`src/rtl/assert_macros.svh`:
```
// Assertion helpers, compiled out when SYNTH is set.
`ifndef ASSERT_MACROS_SVH
`define ASSERT_MACROS_SVH

`ifndef SYNTH

`define ACRF_ASSERT_NOW(lbl, ante, cons) \
	lbl: assert property (@(posedge clk) disable iff (!arst_n) (ante) |-> (cons)) \
		else $error("assertion failed: same-cycle check");

`define ACRF_ASSERT_NEXT(lbl, ante, cons) \
	lbl: assert property (@(posedge clk) disable iff (!arst_n) (ante) |=> (cons)) \
		else $error("assertion failed: next-cycle check");

`else

`define ACRF_ASSERT_NOW(lbl, ante, cons)

`define ACRF_ASSERT_NEXT(lbl, ante, cons)

`endif

`endif

```
`src/rtl/acrf_pkg.sv`:
```
package acrf_pkg;

	localparam int MAX_REGIONS = 64;
	localparam int IDX_W       = $clog2(MAX_REGIONS);
	localparam int CNT_W       = 7;
	localparam int ADDR_W      = 64;
	localparam int PAGES_W     = 52;
	localparam int PAGE_SHIFT  = 12;
	localparam int IN_W        = 368;
	localparam int OUT_W       = 64;

	localparam logic OP_LOAD   = 1'b0;
	localparam logic OP_SEARCH = 1'b1;

	typedef struct packed {
		logic               free;
		logic [PAGES_W-1:0] pages;
		logic [ADDR_W-1:0]  base;
	} entry_t;

	typedef struct packed {
		logic               start;
		logic [ADDR_W-1:0]  lo;
		logic [ADDR_W-1:0]  hi;
		logic [ADDR_W-1:0]  align;
		logic [PAGES_W-1:0] need_pages;
		logic [CNT_W-1:0]   limit;
	} srch_req_t;

	typedef struct packed {
		logic              idle;
		logic              done;
		logic              found;
		logic [ADDR_W-1:0] base;
	} walk_stat_t;

endpackage

```
`src/rtl/acrf_walk.sv`:
```
module acrf_walk (
	input  logic                        clk,
	input  logic                        arst_n,
	input  acrf_pkg::srch_req_t         req,
	input  logic                        take,
	output acrf_pkg::walk_stat_t        stat,
	output logic                        rd_en,
	output logic [acrf_pkg::IDX_W-1:0]  rd_addr,
	input  acrf_pkg::entry_t            rd_data
);
	import acrf_pkg::*;

	typedef enum logic [1:0] {ST_IDLE, ST_RUN, ST_DRAIN, ST_DONE} state_t;

	state_t             state_q;
	logic [CNT_W-1:0]   cnt_q;
	logic [CNT_W-1:0]   cnt_next;
	logic [CNT_W-1:0]   limit_q;
	logic [ADDR_W-1:0]  lo_q;
	logic [ADDR_W-1:0]  hi_q;
	logic [ADDR_W-1:0]  mask_q;
	logic [ADDR_W-1:0]  need_q;
	logic               need_nz_q;

	logic               v_s1, v_s2, v_s3, v_s4, v_s5;
	logic               pipe_busy;

	logic [ADDR_W-1:0]  re_s1;
	logic [ADDR_W-1:0]  rb_s2, re_s2;
	logic               free_s2;
	logic               skip_s2;
	logic [ADDR_W-1:0]  crb_s2, cre_s2;
	logic [ADDR_W-1:0]  crb_s3, cre_s3;
	logic               brk_s3, join_s3;

	logic               have_run_q;
	logic [ADDR_W-1:0]  run_base_q, run_end_q;

	logic [ADDR_W-1:0]  cand_s5, base_s5, end_s5;
	logic               match_s5;

	logic               hit_q;
	logic [ADDR_W-1:0]  hit_base_q;

	assign cnt_next  = cnt_q + CNT_W'(1);
	assign rd_en     = (state_q == ST_RUN);
	assign rd_addr   = IDX_W'(cnt_q);
	assign pipe_busy = v_s1 | v_s2 | v_s3 | v_s4 | v_s5;

	// Sequencer
	always_ff @(posedge clk or negedge arst_n) begin
		if (!arst_n) begin
			state_q <= ST_IDLE;
			cnt_q   <= '0;
		end else begin
			case (state_q)
				ST_IDLE: begin
					if (req.start) begin
						cnt_q   <= '0;
						state_q <= (req.limit == '0) ? ST_DRAIN : ST_RUN;
					end
				end
				ST_RUN: begin
					cnt_q <= cnt_next;
					if (cnt_next == limit_q) begin
						state_q <= ST_DRAIN;
					end
				end
				ST_DRAIN: begin
					if (!pipe_busy) begin
						state_q <= ST_DONE;
					end
				end
				ST_DONE: begin
					if (take) begin
						state_q <= ST_IDLE;
					end
				end
				default: state_q <= ST_IDLE;
			endcase
		end
	end

	// Search parameters, latched on start
	always_ff @(posedge clk) begin
		if (req.start && state_q == ST_IDLE) begin
			limit_q   <= req.limit;
			lo_q      <= req.lo;
			hi_q      <= req.hi;
			mask_q    <= req.align - ADDR_W'(1);
			need_q    <= {req.need_pages, {PAGE_SHIFT{1'b0}}};
			need_nz_q <= (req.need_pages != '0);
		end
	end

	// Stage 1: region end
	assign re_s1 = rd_data.base + {rd_data.pages, {PAGE_SHIFT{1'b0}}};

	always_ff @(posedge clk) begin
		rb_s2   <= rd_data.base;
		re_s2   <= re_s1;
		free_s2 <= rd_data.free;
	end

	// Stage 2: window test and clip
	assign skip_s2 = (re_s2 <= lo_q) || (rb_s2 >= hi_q) || (re_s2 <= rb_s2) || (hi_q <= lo_q);
	assign crb_s2  = (rb_s2 < lo_q) ? lo_q : rb_s2;
	assign cre_s2  = (re_s2 > hi_q) ? hi_q : re_s2;

	always_ff @(posedge clk) begin
		crb_s3  <= crb_s2;
		cre_s3  <= cre_s2;
		brk_s3  <= !free_s2;
		join_s3 <= free_s2 && !skip_s2;
	end

	// Stage 3: run update; stage 4: align; stage 5: fit check
	always_ff @(posedge clk or negedge arst_n) begin
		if (!arst_n) begin
			v_s1       <= 1'b0;
			v_s2       <= 1'b0;
			v_s3       <= 1'b0;
			v_s4       <= 1'b0;
			v_s5       <= 1'b0;
			have_run_q <= 1'b0;
			hit_q      <= 1'b0;
		end else begin
			v_s1 <= rd_en;
			v_s2 <= v_s1;
			v_s3 <= v_s2;
			v_s4 <= v_s3 && join_s3;
			v_s5 <= v_s4;
			if (req.start && state_q == ST_IDLE) begin
				have_run_q <= 1'b0;
				hit_q      <= 1'b0;
			end else begin
				if (v_s3 && brk_s3) begin
					have_run_q <= 1'b0;
				end else if (v_s3 && join_s3) begin
					have_run_q <= 1'b1;
				end
				if (v_s5 && match_s5) begin
					hit_q <= 1'b1;
				end
			end
		end
	end

	always_ff @(posedge clk) begin
		if (v_s3 && join_s3) begin
			if (!have_run_q || crb_s3 > run_end_q) begin
				run_base_q <= crb_s3;
				run_end_q  <= cre_s3;
			end else if (cre_s3 > run_end_q) begin
				run_end_q <= cre_s3;
			end
		end
		cand_s5 <= (run_base_q + mask_q) & ~mask_q;
		base_s5 <= run_base_q;
		end_s5  <= run_end_q;
		if (v_s5 && match_s5 && !hit_q) begin
			hit_base_q <= cand_s5;
		end
	end

	assign match_s5 = need_nz_q && (cand_s5 >= base_s5) && (cand_s5 <= end_s5)
		&& ((end_s5 - cand_s5) >= need_q);

	assign stat.idle  = (state_q == ST_IDLE);
	assign stat.done  = (state_q == ST_DONE);
	assign stat.found = hit_q;
	assign stat.base  = hit_base_q;

endmodule

```
`config.mk`:
```
export PLATFORM = sky130hd
export DESIGN_NAME = acrf_walk
export DESIGN_NICKNAME = d
export VERILOG_FILES = /design/src/rtl/assert_macros.svh /design/src/rtl/acrf_pkg.sv /design/src/rtl/acrf_walk.sv
export SDC_FILE = /design/constraint.sdc
export NUM_CORES = 2
export LEC_CHECK = 0
export ABC_AREA = 1
export ABC_CLOCK_PERIOD_IN_PS = 6700
export BUFFER_PORTS_ARGS = -buffer_cell sky130_fd_sc_hd__buf_2
export CORE_UTILIZATION = 40
export CTS_CLUSTER_DIAMETER = 200
export CTS_CLUSTER_SIZE = 40
export DETAILED_ROUTE_END_ITERATION = 10
export PLACE_DENSITY = 0.59
export REMOVE_ABC_BUFFERS = 1
export SLEW_MARGIN = 20
export SYNTH_ARGS = -nofsm -noshare
export SYNTH_HDL_FRONTEND = slang
export SYNTH_SLANG_ARGS = --single-unit
```
`constraint.sdc`:
```
create_clock -name clk -period 6.7 [get_ports clk]
set_input_delay 0.67 -clock clk [delete_from_list [all_inputs] [get_ports clk]]
set_output_delay 0.67 -clock clk [all_outputs]
set_load 0.02 [all_outputs]
```
==> results by group <==
Run status
  – Status: complete, no violations

Layout
  – Final-layout fill cell count: 13227
  – Share of cells above drive strength 1: 7.99%
  – Fin nets: 7813
  – Final core occ: 44.3%
  – Final cell count without fillers: 8445
  – Fin area: 58400 um2
  – Layout area overhead: 9.70%

Synth
  – Synth unique cells: 59
  – Async SR Flop Fraction: 1.78%
  – Cells after Synth: 6217
  – XOR/XNOR Fraction of Synth Area: 2.70%
  – Synth Flop Type: edfxtp_1
  – Synth area leaders: edfxtp_1 (25%), ha_1 (18%), dfxtp_1 (17%)
  – Per-instance average area after synthesis: 8.56 um2
  – Register area share after synthesis: 42.3%
  – Mux share of post-synthesis cell area: 0.0188%
  – Post-synth EDFFs: 444
  – Synth top area share: 25.0%
  – Post-synthesis share of cell area spent on and, or, nand and nor gates: 17.6%
  – Post-Synth Adder-Cell Area: 18.3%
  – Synth Warn #: 0
  – Complex-gate fraction of the synthesized area: 12.0%
  – Synthesized flop and latch total: 899
  – Synth area leader: edfxtp_1
  – Largest family of logic cells by synthesized area: adder cells
  – Area of the mapped netlist: 53200 um2

Clock network
  – Post_cts resized: 0
  – Root Buffer: clkbuf_16
  – CTS tree: yes
  – Inserted Clock Buffers: 26
  – CTS Sinks: 899
  – Skew-Pair Late Insertion Delay: 0.69 ns
  – H-tree Lvls: 1
  – Max clock buf depth: 3
  – CTS clk-pin slew, worst paths: 0.15 ns

Routing
  – DRT iter0 DRCs: 2865
  – Vias: 43286
  – Post-route DRC: 0
  – Pre-antenna DRT Iters: 5
  – ANT nets after route: 0
  – Post-Route WL: 178000 um
  – Routed wire per std cell: 21.1 um
  – Vias/cell: 5.13

Timing
  – Final clock skew: 0.0321 ns
  – Final Hold Vio Count: 0
  – Max-slew violations: 0
  – Relative slew margins: 19.4%
  – Minimum clock period: 5.40 ns
  – Period utilization: 80.6%
  – Setup TNS Final: 0 ns
  – Final setup fails: 0
  – RSZ-0062 raised after global routing: no
  – Worst Tran Pin Value: 1.20 ns
  – Max Clock Freq: 185 MHz

Floorplanning
  – Starting Density: 40.4%
  – Row cnt: 133
  – Core area: 132000 um2
  – I/O pins: 446
  – Die H: 367 um
  – Die width: 367 um
  – Die ar.: 135000 um2

Critical path
  – Crit path buffers/inverters: 3
  – Worst path required time: 7.05 ns
  – Setup CP Type: reg2reg
  – Cell family with most CP delay: simple AND/OR/NAND/NOR gates
  – Crit path top cell by count: nand2_1
  – CP startpoint kind: flip-flop
  – CP max stage delay: 0.51 ns
  – Slowest cell on crit path: a21oi_1
  – CP arrival: 5.75 ns
  – CP endpoint kind: flip-flop
  – Critical path peak fanout: 29
  – Worst path cell trace: inv_1 -> ha_1 -> nand2_1 -> o21ai_0 -> nor2_1 -> a21oi_1 -> nand3_1 -> nand3_1 -> a21oi_1 -> xor2_1 -> ha_1 -> nand2_1 -> inv_1 -> nand4_1 -> nor4_1 -> nand2_1 -> o21ai_0 -> nor2_1 -> nand2_1 -> nand2_1 -> nor2_4 -> buf_4

Pwr
  – Power Density: 283 nW/um2
  – Peak supply drop: 0.193 mV
  – Final Power: 0.0165 W
  – Static Leakage: 27.1 nW

Global routing
  – Largest net degree at the start of global routing: 145
  – Tot GR Track Use: 25.7%
  – First-pass GRT wire length: 261000 um
  – Vias in the first global route: 42873
  – Antenna violations before repair: 18
  – Overflow after GRT: 0

Flow run
  – Max cap viols: 0

Placement
  – Dpl cell area: 57600 um2
  – Dpl hpwl: 154000 um
  – Inst Count DP: 8390
  – I/O Buffers: 445
  – GP Congestion: 0.937

Min path
  – HP Class: in2reg
sequential cells by signal, summed over array words and instances (netlist names), 2 cells and up:
signal      cells
state_q         2
cre_s3         64
run_base_q     64
base_s5        64
run_end_q      64
hi_q           64
re_s2          64
limit_q         7
lo_q           64
rb_s2          52
need_q         52
crb_s3         64
end_s5         64
cand_s5        64
mask_q         64
hit_base_q     64
cnt_q           7
final cells by class:
class	instances	area (um2)	share of cell area, %
timing repair buffer	459	2350	4.02
clock inverter	2	27.5	0.0471
sequential	899	22500	38.6
antenna	6	15.0	0.0257
clock buffer	46	747	1.28
multi-input combinational	4336	27000	46.2
tap	1755	2200	3.76
inverter	942	3540	6.07
worst register-to-register path, stage by stage (launching register included):
cell and delay (ns):
dfxtp_1 0.38, inv_1 0.07, ha_1 0.37, nand2_1 0.11, o21ai_0 0.34, nor2_1 0.09
a21oi_1 0.51, nand3_1 0.17, nand3_1 0.27, a21oi_1 0.13, xor2_1 0.17, ha_1 0.30
nand2_1 0.06, inv_1 0.07, nand4_1 0.14, nor4_1 0.34, nand2_1 0.12, o21ai_0 0.19
nor2_1 0.07, nand2_1 0.11, nand2_1 0.12, nor2_4 0.46, buf_4 0.47
cell usage in the layout (no fill, tap or decap), types with 7 or more instances in the layout:
cell type / netlist / final
nand2_1: 1145 / 1140
inv_1: 933 / 931
ha_1: 775 / 775
a21oi_1: 588 / 588
nor2_1: 584 / 583
buf_2: 17 / 445
edfxtp_1: 444 / 444
dfxtp_1: 439 / 439
o21ai_0: 305 / 305
nand3_1: 247 / 247
xor2_1: 103 / 103
nand4_1: 78 / 78
nor3_1: 76 / 76
xnor2_1: 61 / 61
o21bai_1: 54 / 54
o21a_1: 50 / 50
a31oi_1: 46 / 46
nor4_1: 46 / 45
a21o_1: 33 / 33
clkbuf_16: 0 / 27
clkbuf_1: 6 / 19
o211ai_1: 16 / 16
dfrtp_1: 16 / 16
a211oi_1: 15 / 15
o21ai_1: 12 / 12
and3_1: 12 / 12
buf_4: 11 / 12
nand3b_1: 10 / 10
inv_2: 9 / 10
nor2_4: 7 / 8
o2111ai_1: 7 / 7
power breakdown:
part / internal [W] / switching, W / total, W
Clock: 0.000781 / 0.00165 / 0.00243
Sequential: 0.00686 / 0.000766 / 0.00763
Combinational: 0.00226 / 0.00420 / 0.00646
path summary, 6_finish.rpt:
path	from	to	slack, ns	cells after the start
setup / recovery	cand_s5[12]	hit_base_q[7]	1.30	22
max in group asynchronous	arst_n	cnt_q[5]	5.99	2
min in group asynchronous	arst_n	v_s5	0.41	2
hold / removal	rd_data[2]	re_s2[2]	0.06	1
hold reg to reg	run_end_q[43]	end_s5[43]	0.39	0
setup reg to reg	cand_s5[12]	hit_base_q[7]	1.30	22
what timing repair did:
| action | in CTS | in global routing |
|---|---|---|
| hold buffers | 1 | 0 |
| hold endpoints to repair | 16 | 0 |
| setup buffers | 0 | 0 |
kinds of logic after synthesis:
kind of cell	Yosys count
and+or+nand+nor	2236
AOI/OAI and AO/OA	1158
buffers and inverters	982
DFF	899
adders and majority gates	777
xor gates and xnor gates	164
muxes	1
synth_stat cells, types with 33 or more instances:
library cell / instances
nor4_1: 46
nor3_1: 76
o21ai_0: 305
xor2_1: 103
o21a_1: 50
inv_1: 933
dfxtp_1: 439
nor2_1: 584
a21oi_1: 588
nand2_1: 1145
a21o_1: 33
xnor2_1: 61
ha_1: 775
a31oi_1: 46
edfxtp_1: 444
o21bai_1: 54
nand3_1: 247
nand4_1: 78
stage by stage:
step	worst slack [ns]	hold slack, ns
after floorplan	0.264	0.346
after global placement	1.35	0.355
after detailed placement	1.22	0.356
after CTS	1.19	0.0325
after global routing	0.742	0.0380
final	1.30	0.0646
routing by layer:
metal	GRT usage, %	vias to the layer above	share of wire, %
li1	-	21899	-
met1	35.4	20165	47
met2	42.8	1002	45
met3	1.38	218	4.0
met4	9.41	2	3.9
met5	0	-	0.0073
Power figures use the tool's default switching activity.
